[config.mk]
export PLATFORM = sky130hd
export DESIGN_NAME = motion_timer_table
export DESIGN_NICKNAME = d
export VERILOG_FILES = /design/src/rtl/mtt_pkg.sv /design/src/rtl/motion_timer_table.sv /design/src/rtl/mtt_mem.sv
export SDC_FILE = /design/constraint.sdc
export NUM_CORES = 2
export LEC_CHECK = 0
export ABC_AREA = 1
export BUFFER_PORTS_ARGS = -buffer_cell sky130_fd_sc_hd__buf_2
export CAP_MARGIN = 10
export CELL_PAD_IN_SITES_DETAIL_PLACEMENT = 0
export CELL_PAD_IN_SITES_GLOBAL_PLACEMENT = 1
export CORE_ASPECT_RATIO = 0.75
export CORE_MARGIN = 4
export CORE_UTILIZATION = 40
export DETAILED_ROUTE_END_ITERATION = 10
export PLACE_DENSITY_LB_ADDON = 0.1
export SLEW_MARGIN = 20
export SYNTH_ARGS = -nofsm -noshare
export SYNTH_HDL_FRONTEND = slang
export SYNTH_SLANG_ARGS = --single-unit
[constraint.sdc]
create_clock -name clock -period 28.9 [get_ports clock]
set_input_delay 7.225 -clock clock [delete_from_list [all_inputs] [get_ports clock]]
set_output_delay 7.225 -clock clock [all_outputs]
set_load 0.005 [all_outputs]
[src/rtl/mtt_pkg.sv]
package mtt_pkg;

   localparam int TableDepth = 16;

   typedef enum logic [1:0] {
      OP_START_DIST  = 2'd0,
      OP_START_GIVEN = 2'd1,
      OP_TICK        = 2'd2,
      OP_NONE        = 2'd3
   } op_type;

   typedef enum logic [1:0] {
      KIND_ACCEPTED = 2'd0,
      KIND_REJECTED = 2'd1,
      KIND_FINISHED = 2'd2,
      KIND_UNUSED   = 2'd3
   } kind_type;

   typedef struct packed {
      logic [1:0]  op;
      logic [3:0]  from_row;
      logic [3:0]  from_col;
      logic [3:0]  to_row;
      logic [3:0]  to_col;
      logic [7:0]  piece_id;
      logic [15:0] step_time;
      logic [3:0]  given_steps;
      logic [15:0] tick_time;
   } req_type;

   typedef struct packed {
      logic [1:0]  kind;
      logic [3:0]  out_from_row;
      logic [3:0]  out_from_col;
      logic [3:0]  out_to_row;
      logic [3:0]  out_to_col;
      logic [7:0]  out_piece_id;
      logic [19:0] out_total_time;
      logic [3:0]  out_steps;
      logic [15:0] out_step_time;
      logic        last;
   } rsp_type;

   // one table entry as stored in memory
   typedef struct packed {
      logic [15:0] cells;
      logic [7:0]  piece_id;
      logic [19:0] total;
      logic [19:0] elapsed;
      logic [3:0]  steps;
      logic [15:0] step_time;
   } entry_type;

   typedef enum logic [2:0] {
      ST_IDLE,
      ST_MUL,
      ST_WRITE,
      ST_READ,
      ST_SCAN,
      ST_EMIT,
      ST_RESP,
      ST_LAST
   } state_type;

endpackage

[src/rtl/motion_timer_table.sv]
// motion timer table
// req channel: one beat per command (start with computed distance, start with
// given distance, tick). rsp channel: result beats, last marks the final beat
// caused by one command. valid/stall handshake on both channels.
// an accepted start takes the step count (distance or given) in ST_MUL, then
// multiplies by step time, writes the entry and loads its result in ST_WRITE.
// a start on a full table shows its rejected beat in the cycle after acceptance.
// a tick walks the table through the entry memory: each entry is read in ST_READ
// and updated in ST_SCAN, unfinished entries are written back compacted, and a
// finished beat is held until the next finished entry turns up, so each
// finished entry after the first goes through ST_EMIT and the last beat through
// ST_LAST. a tick on an empty table and op 3 end at once.
// one command is in work at a time; req_stall is high until it is done and
// its last beat has left the output register.
// reset clears the control registers only; the memory needs no clearing.
// with rsp_stall high the pending beat holds; a walk stalls in EMIT or LAST.
module motion_timer_table #(
   parameter int TABLE_DEPTH = mtt_pkg::TableDepth,
   parameter int AddrW = (TABLE_DEPTH > 1) ? $clog2(TABLE_DEPTH) : 1,
   parameter int CntW = $clog2(TABLE_DEPTH + 1)
) (
   input  logic             clock,
   input  logic             reset,
   input  logic             req_valid,
   output logic             req_stall,
   input  mtt_pkg::req_type req_data,
   output logic             rsp_valid,
   input  logic             rsp_stall,
   output mtt_pkg::rsp_type rsp_data
);

   mtt_pkg::state_type state_ff, state_in;
   mtt_pkg::req_type   cmd_ff, cmd_in;
   logic [CntW-1:0]    count_ff, count_in;
   logic [CntW-1:0]    idx_ff, idx_in;
   logic [CntW-1:0]    keep_ff, keep_in;
   logic               found_ff, found_in;
   logic [3:0]         steps_ff, steps_in;
   mtt_pkg::entry_type cur_ff, cur_in;
   mtt_pkg::rsp_type   held_ff, held_in;
   logic               rvalid_ff, rvalid_in;
   mtt_pkg::rsp_type   rdata_ff, rdata_in;

   logic               wr_en;
   logic [AddrW-1:0]   wr_addr, rd_addr;
   mtt_pkg::entry_type wr_data, rd_data;

   logic [3:0]  dr, dc;
   logic [20:0] adv;
   logic [19:0] adv_sat;
   logic        done_now;
   logic        accept;

   // finished beat built from one entry
   function automatic mtt_pkg::rsp_type finished_beat(mtt_pkg::entry_type e);
      mtt_pkg::rsp_type r;
      r                = '0;
      r.kind           = mtt_pkg::KIND_FINISHED;
      r.out_from_row   = e.cells[15:12];
      r.out_from_col   = e.cells[11:8];
      r.out_to_row     = e.cells[7:4];
      r.out_to_col     = e.cells[3:0];
      r.out_piece_id   = e.piece_id;
      r.out_total_time = e.total;
      r.out_steps      = e.steps;
      r.out_step_time  = e.step_time;
      return r;
   endfunction

   mtt_mem #(.Depth(TABLE_DEPTH), .AddrW(AddrW)) u_mem (
      .clock   (clock),
      .wr_en   (wr_en),
      .wr_addr (wr_addr),
      .wr_data (wr_data),
      .rd_addr (rd_addr),
      .rd_data (rd_data)
   );

   assign accept    = req_valid && !req_stall;
   assign req_stall = (state_ff != mtt_pkg::ST_IDLE) || rvalid_ff;
   assign rsp_valid = rvalid_ff;
   assign rsp_data  = rdata_ff;

   // distance and advanced elapsed time
   always_comb begin
      dr = (cmd_ff.from_row >= cmd_ff.to_row) ? cmd_ff.from_row - cmd_ff.to_row
                                              : cmd_ff.to_row - cmd_ff.from_row;
      dc = (cmd_ff.from_col >= cmd_ff.to_col) ? cmd_ff.from_col - cmd_ff.to_col
                                              : cmd_ff.to_col - cmd_ff.from_col;
      adv = {1'b0, rd_data.elapsed} + {5'd0, cmd_ff.tick_time};
      adv_sat = (adv >= {1'b0, rd_data.total}) ? rd_data.total : adv[19:0];
      done_now = adv >= {1'b0, rd_data.total};
   end

   // next state
   always_comb begin
      state_in = state_ff;
      case (state_ff)
         mtt_pkg::ST_IDLE: begin
            if (accept) begin
               if (req_data.op == mtt_pkg::OP_TICK) begin
                  state_in = (count_ff == '0) ? mtt_pkg::ST_IDLE : mtt_pkg::ST_READ;
               end else if (req_data.op == mtt_pkg::OP_NONE) begin
                  state_in = mtt_pkg::ST_IDLE;
               end else if (count_ff == CntW'(TABLE_DEPTH)) begin
                  state_in = mtt_pkg::ST_RESP;
               end else begin
                  state_in = mtt_pkg::ST_MUL;
               end
            end
         end
         mtt_pkg::ST_MUL:   state_in = mtt_pkg::ST_WRITE;
         mtt_pkg::ST_WRITE: state_in = mtt_pkg::ST_RESP;
         mtt_pkg::ST_RESP:  if (!rvalid_ff) state_in = mtt_pkg::ST_IDLE;
         mtt_pkg::ST_READ:  state_in = mtt_pkg::ST_SCAN;
         mtt_pkg::ST_SCAN: begin
            if (done_now && found_ff) begin
               state_in = mtt_pkg::ST_EMIT;
            end else if (idx_ff + 1'b1 == count_ff) begin
               state_in = (done_now || found_ff) ? mtt_pkg::ST_LAST : mtt_pkg::ST_IDLE;
            end else begin
               state_in = mtt_pkg::ST_READ;
            end
         end
         mtt_pkg::ST_EMIT: begin
            // the held beat waits for the output register
            if (!rvalid_ff || !rsp_stall) begin
               state_in = (idx_ff + 1'b1 == count_ff) ? mtt_pkg::ST_LAST
                                                      : mtt_pkg::ST_READ;
            end
         end
         mtt_pkg::ST_LAST: begin
            if (!rvalid_ff || !rsp_stall) state_in = mtt_pkg::ST_IDLE;
         end
         default: state_in = mtt_pkg::ST_IDLE;
      endcase
   end

   // datapath and outputs
   always_comb begin
      cmd_in    = cmd_ff;
      count_in  = count_ff;
      idx_in    = idx_ff;
      keep_in   = keep_ff;
      found_in  = found_ff;
      steps_in  = steps_ff;
      cur_in    = cur_ff;
      held_in   = held_ff;
      rvalid_in = rvalid_ff && rsp_stall;
      rdata_in  = rdata_ff;
      wr_en     = 1'b0;
      wr_addr   = keep_ff[AddrW-1:0];
      wr_data   = cur_ff;
      rd_addr   = idx_ff[AddrW-1:0];
      case (state_ff)
         mtt_pkg::ST_IDLE: begin
            if (accept) begin
               cmd_in   = req_data;
               idx_in   = '0;
               keep_in  = '0;
               found_in = 1'b0;
               if ((req_data.op inside {mtt_pkg::OP_START_DIST, mtt_pkg::OP_START_GIVEN}) &&
                   count_ff == CntW'(TABLE_DEPTH)) begin
                  rvalid_in     = 1'b1;
                  rdata_in      = '0;
                  rdata_in.kind = mtt_pkg::KIND_REJECTED;
                  rdata_in.last = 1'b1;
               end
            end
         end
         mtt_pkg::ST_MUL: begin
            steps_in = (cmd_ff.op == mtt_pkg::OP_START_DIST) ?
                       ((dr > dc) ? dr : dc) : cmd_ff.given_steps;
         end
         mtt_pkg::ST_WRITE: begin
            wr_en             = 1'b1;
            wr_addr           = count_ff[AddrW-1:0];
            wr_data.cells     = {cmd_ff.from_row, cmd_ff.from_col,
                                 cmd_ff.to_row, cmd_ff.to_col};
            wr_data.piece_id  = cmd_ff.piece_id;
            wr_data.total     = 20'({4'd0, steps_ff} * {4'd0, cmd_ff.step_time});
            wr_data.elapsed   = '0;
            wr_data.steps     = steps_ff;
            wr_data.step_time = cmd_ff.step_time;
            count_in          = count_ff + 1'b1;
            rvalid_in         = 1'b1;
            rdata_in          = '0;
            rdata_in.kind     = mtt_pkg::KIND_ACCEPTED;
            rdata_in.last     = 1'b1;
         end
         mtt_pkg::ST_SCAN: begin
            // keep unfinished entries, compacted in place
            cur_in         = rd_data;
            cur_in.elapsed = adv_sat;
            if (done_now) begin
               // first finished entry is held, later ones go through emit
               if (!found_ff) begin
                  held_in  = finished_beat(cur_in);
                  found_in = 1'b1;
                  idx_in   = idx_ff + 1'b1;
               end
            end else begin
               wr_en           = 1'b1;
               wr_addr         = keep_ff[AddrW-1:0];
               wr_data         = rd_data;
               wr_data.elapsed = adv_sat;
               keep_in         = keep_ff + 1'b1;
               idx_in          = idx_ff + 1'b1;
               if (idx_ff + 1'b1 == count_ff && !found_ff) begin
                  count_in = keep_ff + 1'b1;
               end
            end
         end
         mtt_pkg::ST_EMIT: begin
            // send the held beat and hold the new finished entry
            if (!rvalid_ff || !rsp_stall) begin
               rvalid_in = 1'b1;
               rdata_in  = held_ff;
               held_in   = finished_beat(cur_ff);
               idx_in    = idx_ff + 1'b1;
            end
         end
         mtt_pkg::ST_LAST: begin
            // the held beat ends the walk
            if (!rvalid_ff || !rsp_stall) begin
               rvalid_in     = 1'b1;
               rdata_in      = held_ff;
               rdata_in.last = 1'b1;
               found_in      = 1'b0;
               count_in      = keep_ff;
            end
         end
         default: ;
      endcase
   end

   // registers
   always_ff @(posedge clock) begin
      if (reset) begin
         state_ff  <= mtt_pkg::ST_IDLE;
         count_ff  <= '0;
         rvalid_ff <= 1'b0;
         found_ff  <= 1'b0;
      end else begin
         state_ff  <= state_in;
         count_ff  <= count_in;
         rvalid_ff <= rvalid_in;
         found_ff  <= found_in;
      end
      cmd_ff   <= cmd_in;
      idx_ff   <= idx_in;
      keep_ff  <= keep_in;
      steps_ff <= steps_in;
      cur_ff   <= cur_in;
      held_ff  <= held_in;
      rdata_ff <= rdata_in;
   end

   // checks
   a_count_range: assert property (@(posedge clock) disable iff (reset)
      count_ff <= CntW'(TABLE_DEPTH))
      else $error("entry count above depth");
   a_no_accept_busy: assert property (@(posedge clock) disable iff (reset)
      (state_ff != mtt_pkg::ST_IDLE) |-> !accept)
      else $error("command accepted while busy");
   a_start_grows: assert property (@(posedge clock) disable iff (reset)
      (state_ff == mtt_pkg::ST_WRITE) |=> (count_ff == $past(count_ff) + 1'b1))
      else $error("start did not add an entry");

endmodule

[src/rtl/mtt_mem.sv]
module mtt_mem #(
   parameter int Depth = mtt_pkg::TableDepth,
   parameter int AddrW = (Depth > 1) ? $clog2(Depth) : 1
) (
   input  logic                clock,
   input  logic                wr_en,
   input  logic [AddrW-1:0]    wr_addr,
   input  mtt_pkg::entry_type  wr_data,
   input  logic [AddrW-1:0]    rd_addr,
   output mtt_pkg::entry_type  rd_data
);

   mtt_pkg::entry_type mem [Depth];

   // single write port, registered read port
   always_ff @(posedge clock) begin
      if (wr_en) begin
         mem[wr_addr] <= wr_data;
      end
      rd_data <= mem[rd_addr];
   end

endmodule
# After elaboration in Yosys (flattened, before gate mapping)
# Memories as Yosys holds them, arrays and structs flattened. A register that Yosys moved wholly into a read port is not among the register bits.
# Cells that the tools add are included.
# word_totals
in_bits	66
elab_cells	164
regBits	304
ram_bits	1344
memories	1
# mem_list
memory	depth	word_bits	rd	rd_clocked_by_memory_dff	write_ports	line_no	rtl
u_mem.mem	16	84	1	1	1	mtt_mem.sv:13	mtt_pkg::entry_type mem [Depth];
# classes
n_addsub	8
n_mux	53
n_reduce_logical	33
multipliers	1
magnitude_cmp	4
n_eq_ne	22
# op_table
operator	count
$mux 67	7
$pmux 67 s4	1
$pmux 84 s2	1
$pmux 67 s2	1
$mux 84	1
$mux 5	8
$mux 3	11
$pmux 5 s3	2
$pmux 3 s8	1
$add 20x16->21	1
$ge 21x20->1	1
$mul 4x16->20	1
$mux 20	1
$mux 4	5
$reduce_and 4->1	5
$ne 2x2->1 const B	9
$sub 4x4->4	4
$add 5x1->5 const B	3
$eq 3x3->1 const B	4
$reduce_bool 3->1	4
$pmux 5 s2	1
$mux 1	9
$ge 4x4->1	2
$eq 3x2->1 const B	2
22 further kinds	36

# Longest topological paths before layout
# depth
ltp_word	7
ltp_mapped	33
depth_no_buf	32

# Modules after synthesis
# From an unflattened synthesis, not the netlist that was laid out.
# unflattened
cells_unflattened	7314
area_unflattened_um2	76221.9
# by_module_without_submodules
module	area_per_inst_um2	cells_each	instances	seq_area_each_um2
mtt_mem	59002.8	5517	1	42040.3
motion_timer_table	17219.0	1797	1	8938.6

# Worst setup path after synthesis
# OpenSTA, ideal clock, no wires.
# synth_path
path_kind	input -> register
from	in req_valid
to	reg rdata_ff (netlist bit rsp_data[0]) (enable)
arrival_ps	14924
stages	4
path_buffers	0
setup_slack_ps	13316
t_required_ps	28240
setup_ps	660
path_cell_list	inv_1 -> nor2_4 -> nor2_1 -> nor4_1
# synth_between
elab_chain_len	3
# synth_lines
element	line_no	rtl
from (decl)	motion_timer_table.sv:24	input logic req_valid,
$logic_and 1x1->1	motion_timer_table.sv:79	assign accept = req_valid && !req_stall;
$ne 2x2->1 (no line)	n/a	
$reduce_and 5->1 (no line)	n/a	
to (signal assigned)	motion_timer_table.sv:256	rdata_ff <= rdata_in;
to (decl)	motion_timer_table.sv:42	mtt_pkg::rsp_type rdata_ff, rdata_in;
# No other way between the ends.
# A chain may end at the register's enable or synchronous reset.

# Final worst setup path
# layout_path
from	reg state_ff[0]
to	out req_stall
# layout_between
elab_chain_len	2
# layout_lines
element	line_no	rtl
from (decl)	motion_timer_table.sv:32	mtt_pkg::state_type state_ff, state_in;
from (signal assigned)	motion_timer_table.sv:240	state_ff <= mtt_pkg::ST_IDLE;
from (signal assigned)	motion_timer_table.sv:245	state_ff <= state_in;
$reduce_bool 3->1	motion_timer_table.sv:80	assign req_stall = (state_ff != mtt_pkg::ST_IDLE) || rvalid_ff;
$logic_or 1x1->1	motion_timer_table.sv:80	
to (decl)	motion_timer_table.sv:25	output logic req_stall,
# No other way between the ends.

==> flow_metrics.tcl <==
set metrics [dict create \
    outcome "complete, no violations" \
    dr.max_layer_used "met4" \
    cts_sinks 1729 \
    finalNetCount 5926 \
    seq_power_share 0.393 \
    post_route_cells_drive_above_1_share 0.106 \
    track_usage 0.233 \
    hold_buffers 0 \
    clock_latency_ns 0.81 \
    drt_first_iter_violations 5055 \
    peakVddDrop_uv 83.0 \
    path_max_fanout 7 \
    cts_tree "yes" \
    worst_hold_startpoint "u_mem.rd_data[79]" \
    detail_route.first_pass.iterations 5 \
    final_max_slew_viol_count 0 \
    setup_viol 0 \
    final_min_period_over_clock_period 0.319 \
    number_of_top_level_pins 135 \
    commonest_non_fill_non_tap_cell_in_the_layout "edfxtp_1" \
    p_per_area_nw_per_um2 116 \
    postSynth.asyncResetShare 0 \
    drt_wl_total_mm 218 \
    timing.max_slew.rel_slack 0.282 \
    synth-seq-area-share 0.722 \
    io_buffers 134 \
    grt_start_max_net_pins 202 \
    number_of_nets_produced_by_synthesis 5834 \
    tritoncts.num_buffers 175 \
    crit_path_end_kind "output pin" \
    post_cts.resized_instances 0 \
    hold_depth 0 \
    finalWorstSetupSlack_ns 19.68 \
    mostFrequentLayoutCells "1635 x edfxtp_1, 861 x nor2_1, 852 x o21ai_0" \
    drv_cap 0 \
    syn_avg_cell_area_um2 12.5 \
    timing.critical_path.arrival_ns 2.00 \
    switchingPower_mw 3.65 \
    dr_wl_met3_mm 15.5 \
    drt-vias-per-instance 5.56 \
    timing_hold_violations_final 0 \
    worst_path_max_delay_cell "dfxtp_1" \
    postSynthRegisterBits 1729 \
    synth_cell_area_um2 70600 \
    design.core.area_um2 175000 \
    worst_r2r_startpoint "cmd_ff[0]" \
    stdcell_area_um2 79600 \
    fp.dieW_um 493 \
    regToRegEndpoint "u_mem.mem[4][29]" \
    fp-row-count 133 \
    routedWlPerCell_um 26.3 \
    synth_warnings 0 \
    min_path_type "reg -> reg" \
    instance_area_at_placement_um2 73900 \
    power.switching_fraction 0.396 \
    timing.clock.skew_ns 0.0319 \
    initial_utilization 0.403 \
    wl_met1_mm 108 \
    worst_ep_required_time_ns 21.67 \
    final_core_util 0.454 \
    critical_path.max_stage_delay_ns 0.37 \
    fp.dieH_um 372 \
    timing.fmax_mhz 108 \
    met2_length_mm 90.3 \
    routabilityCongestion 0.842 \
    post_cts_buffers 0 \
    startpoint "state_ff[0]" \
    first_global_vias 42900 \
    synth_enable_flop_cells 1635 \
    ff2ff_path_depth 34 \
    globalRoute.totalOverflow 0 \
    power.internal_mw 5.58 \
    min_to "cur_ff[79]" \
    yosys.cell_types.count 58 \
    setup_repair_after_global_routing_missed_its_margin "no" \
    dp_hpwl_mm 122 \
    r2r_slack_ns 21.73 \
    dieArea_um2 183000 \
    clk_transition_reported_paths_ns 0.06 \
    cp-start-kind "flip-flop" \
    path_class "reg -> out" \
    grt_first_pass_wirelength_mm 312 \
    ant_nets 0 \
    dp_slack_ns 19.22 \
    total_power_mw 9.23 \
    maximum_buffer_depth_of_the_clock_tree 3 \
    routed-via-count 45900 \
    post-route-drc-count 0 \
    clkPwrFrac 0.241 \
    cts_root_buf "clkbuf_16" \
    dominantRegCellSynth "edfxtp_1" \
    worst_pin_slew_ns 1.08 \
    crit_top_cell "inv_2" \
    combinational_share_of_power 0.366 \
    total_leakage_power_nw 27.8 \
    netlist_instances 5652 \
    setup_total_negative_slack_ns 0 \
    area.growth.synth_to_final_pct 12.6 \
    worstPathCellList "nor2_1 > inv_2 > nor2_2 > inv_2 > or2_4 > buf_2" \
    h-tree-depth 4 \
    grt_antenna_before_repair 11 \
    minimum_clock_period_after_layout_ns 9.22 \
]
## cell type report
| class | count | area [um2] |
|---|---|---|
| Clock inverter | 84 | 707 |
| Multi-Input combinational cell | 3267 | 17200 |
| Tap cell | 2362 | 2960 |
| Sequential cell | 1729 | 51000 |
| Clock buffer | 244 | 4860 |
| Antenna cell | 2 | 5.00 |
| Inverter | 314 | 1210 |
| Timing Repair Buffer | 257 | 1650 |
| Fill cell | 16000 | 95800 |
## worst max-delay path: cells and delay by family (launching register included)
family / cells / cell delay [ns]
simple gates: 3 / 0.54
buf+inv: 3 / 0.28
flops: 1 / 0.37
## Yosys cell counts, drive strengths merged, types with 24 or more instances
| library cell | instances | area (um2) |
|---|---|---|
| nand2 | 541 | 2060 |
| dfxtp | 94 | 1880 |
| fa | 33 | 661 |
| o211ai | 76 | 776 |
| buf | 93 | 503 |
| o21ai | 915 | 4600 |
| nor2 | 880 | 3330 |
| edfxtp | 1635 | 49100 |
| ha | 83 | 1040 |
| o22ai | 398 | 2490 |
| a22oi | 24 | 180 |
| clkbuf | 249 | 935 |
| nand3 | 96 | 508 |
| a21oi | 115 | 576 |
| inv | 314 | 1180 |
## power groups by stage
stage	Clock, mW	Sequential [mW]	Combinational, mW
after floorplan	0	3.60	2.16
after global placement	0	3.67	3.34
after detailed placement	0	3.68	3.36
after CTS	2.27	3.63	3.37
after global routing	2.38	3.65	3.74
final	2.22	3.63	3.38
## layer usage
metal  track usage  up-vias
met5             0        -
met4        0.0437        0
met3        0.0398      264
met2         0.332     1563
met1         0.372    23400
li1              -    20700
## sequential cells by signal (all words and copies together), names as in the netlist
name,cells
state_ff,3
cmd_ff,62
keep_ff,5
idx_ff,5
steps_ff,4
u_mem.rd_data,84
found_ff,1
u_mem.mem,1344
rsp_data,67
count_ff,5
rsp_valid,1
held_ff,64
cur_ff,84
## how the worst max path moves through the flow
stage	slack (ns)	depth (start not counted)	endpoint
after global routing	19.52	6	req_stall
after floorplan	13.32	4	rsp_data[0]
after CTS	19.59	6	req_stall
final	19.68	6	req_stall
after global placement	19.22	7	rsp_data[43]
after detailed placement	19.22	7	rsp_data[43]
## kinds of logic (layout without fill, tap and decap cells)
group / count (synthesis) / after routing / share of synthesized area
flops: 1729 / 1729 / 0.722
compound gates: 1563 / 1563 / 0.126
simple gates: 1558 / 1558 / 0.0871
buf+inv: 656 / 899 / 0.0371
fa+ha+maj: 116 / 116 / 0.0241
xor+xnor: 29 / 29 / 0.00370
mux: 1 / 1 / 0.000142
other cells: 0 / 2 / 0
## metrics by stage
step,std cells,hold slack (ns)
2_1_floorplan,5652,0.425
3_3_place_gp,7914,0.439
3_5_place_dp,7919,0.445
4_1_cts,8247,0.460
5_1_grt,8257,0.475
6_report,8259,0.454
(Power assumes the default switching activity.)
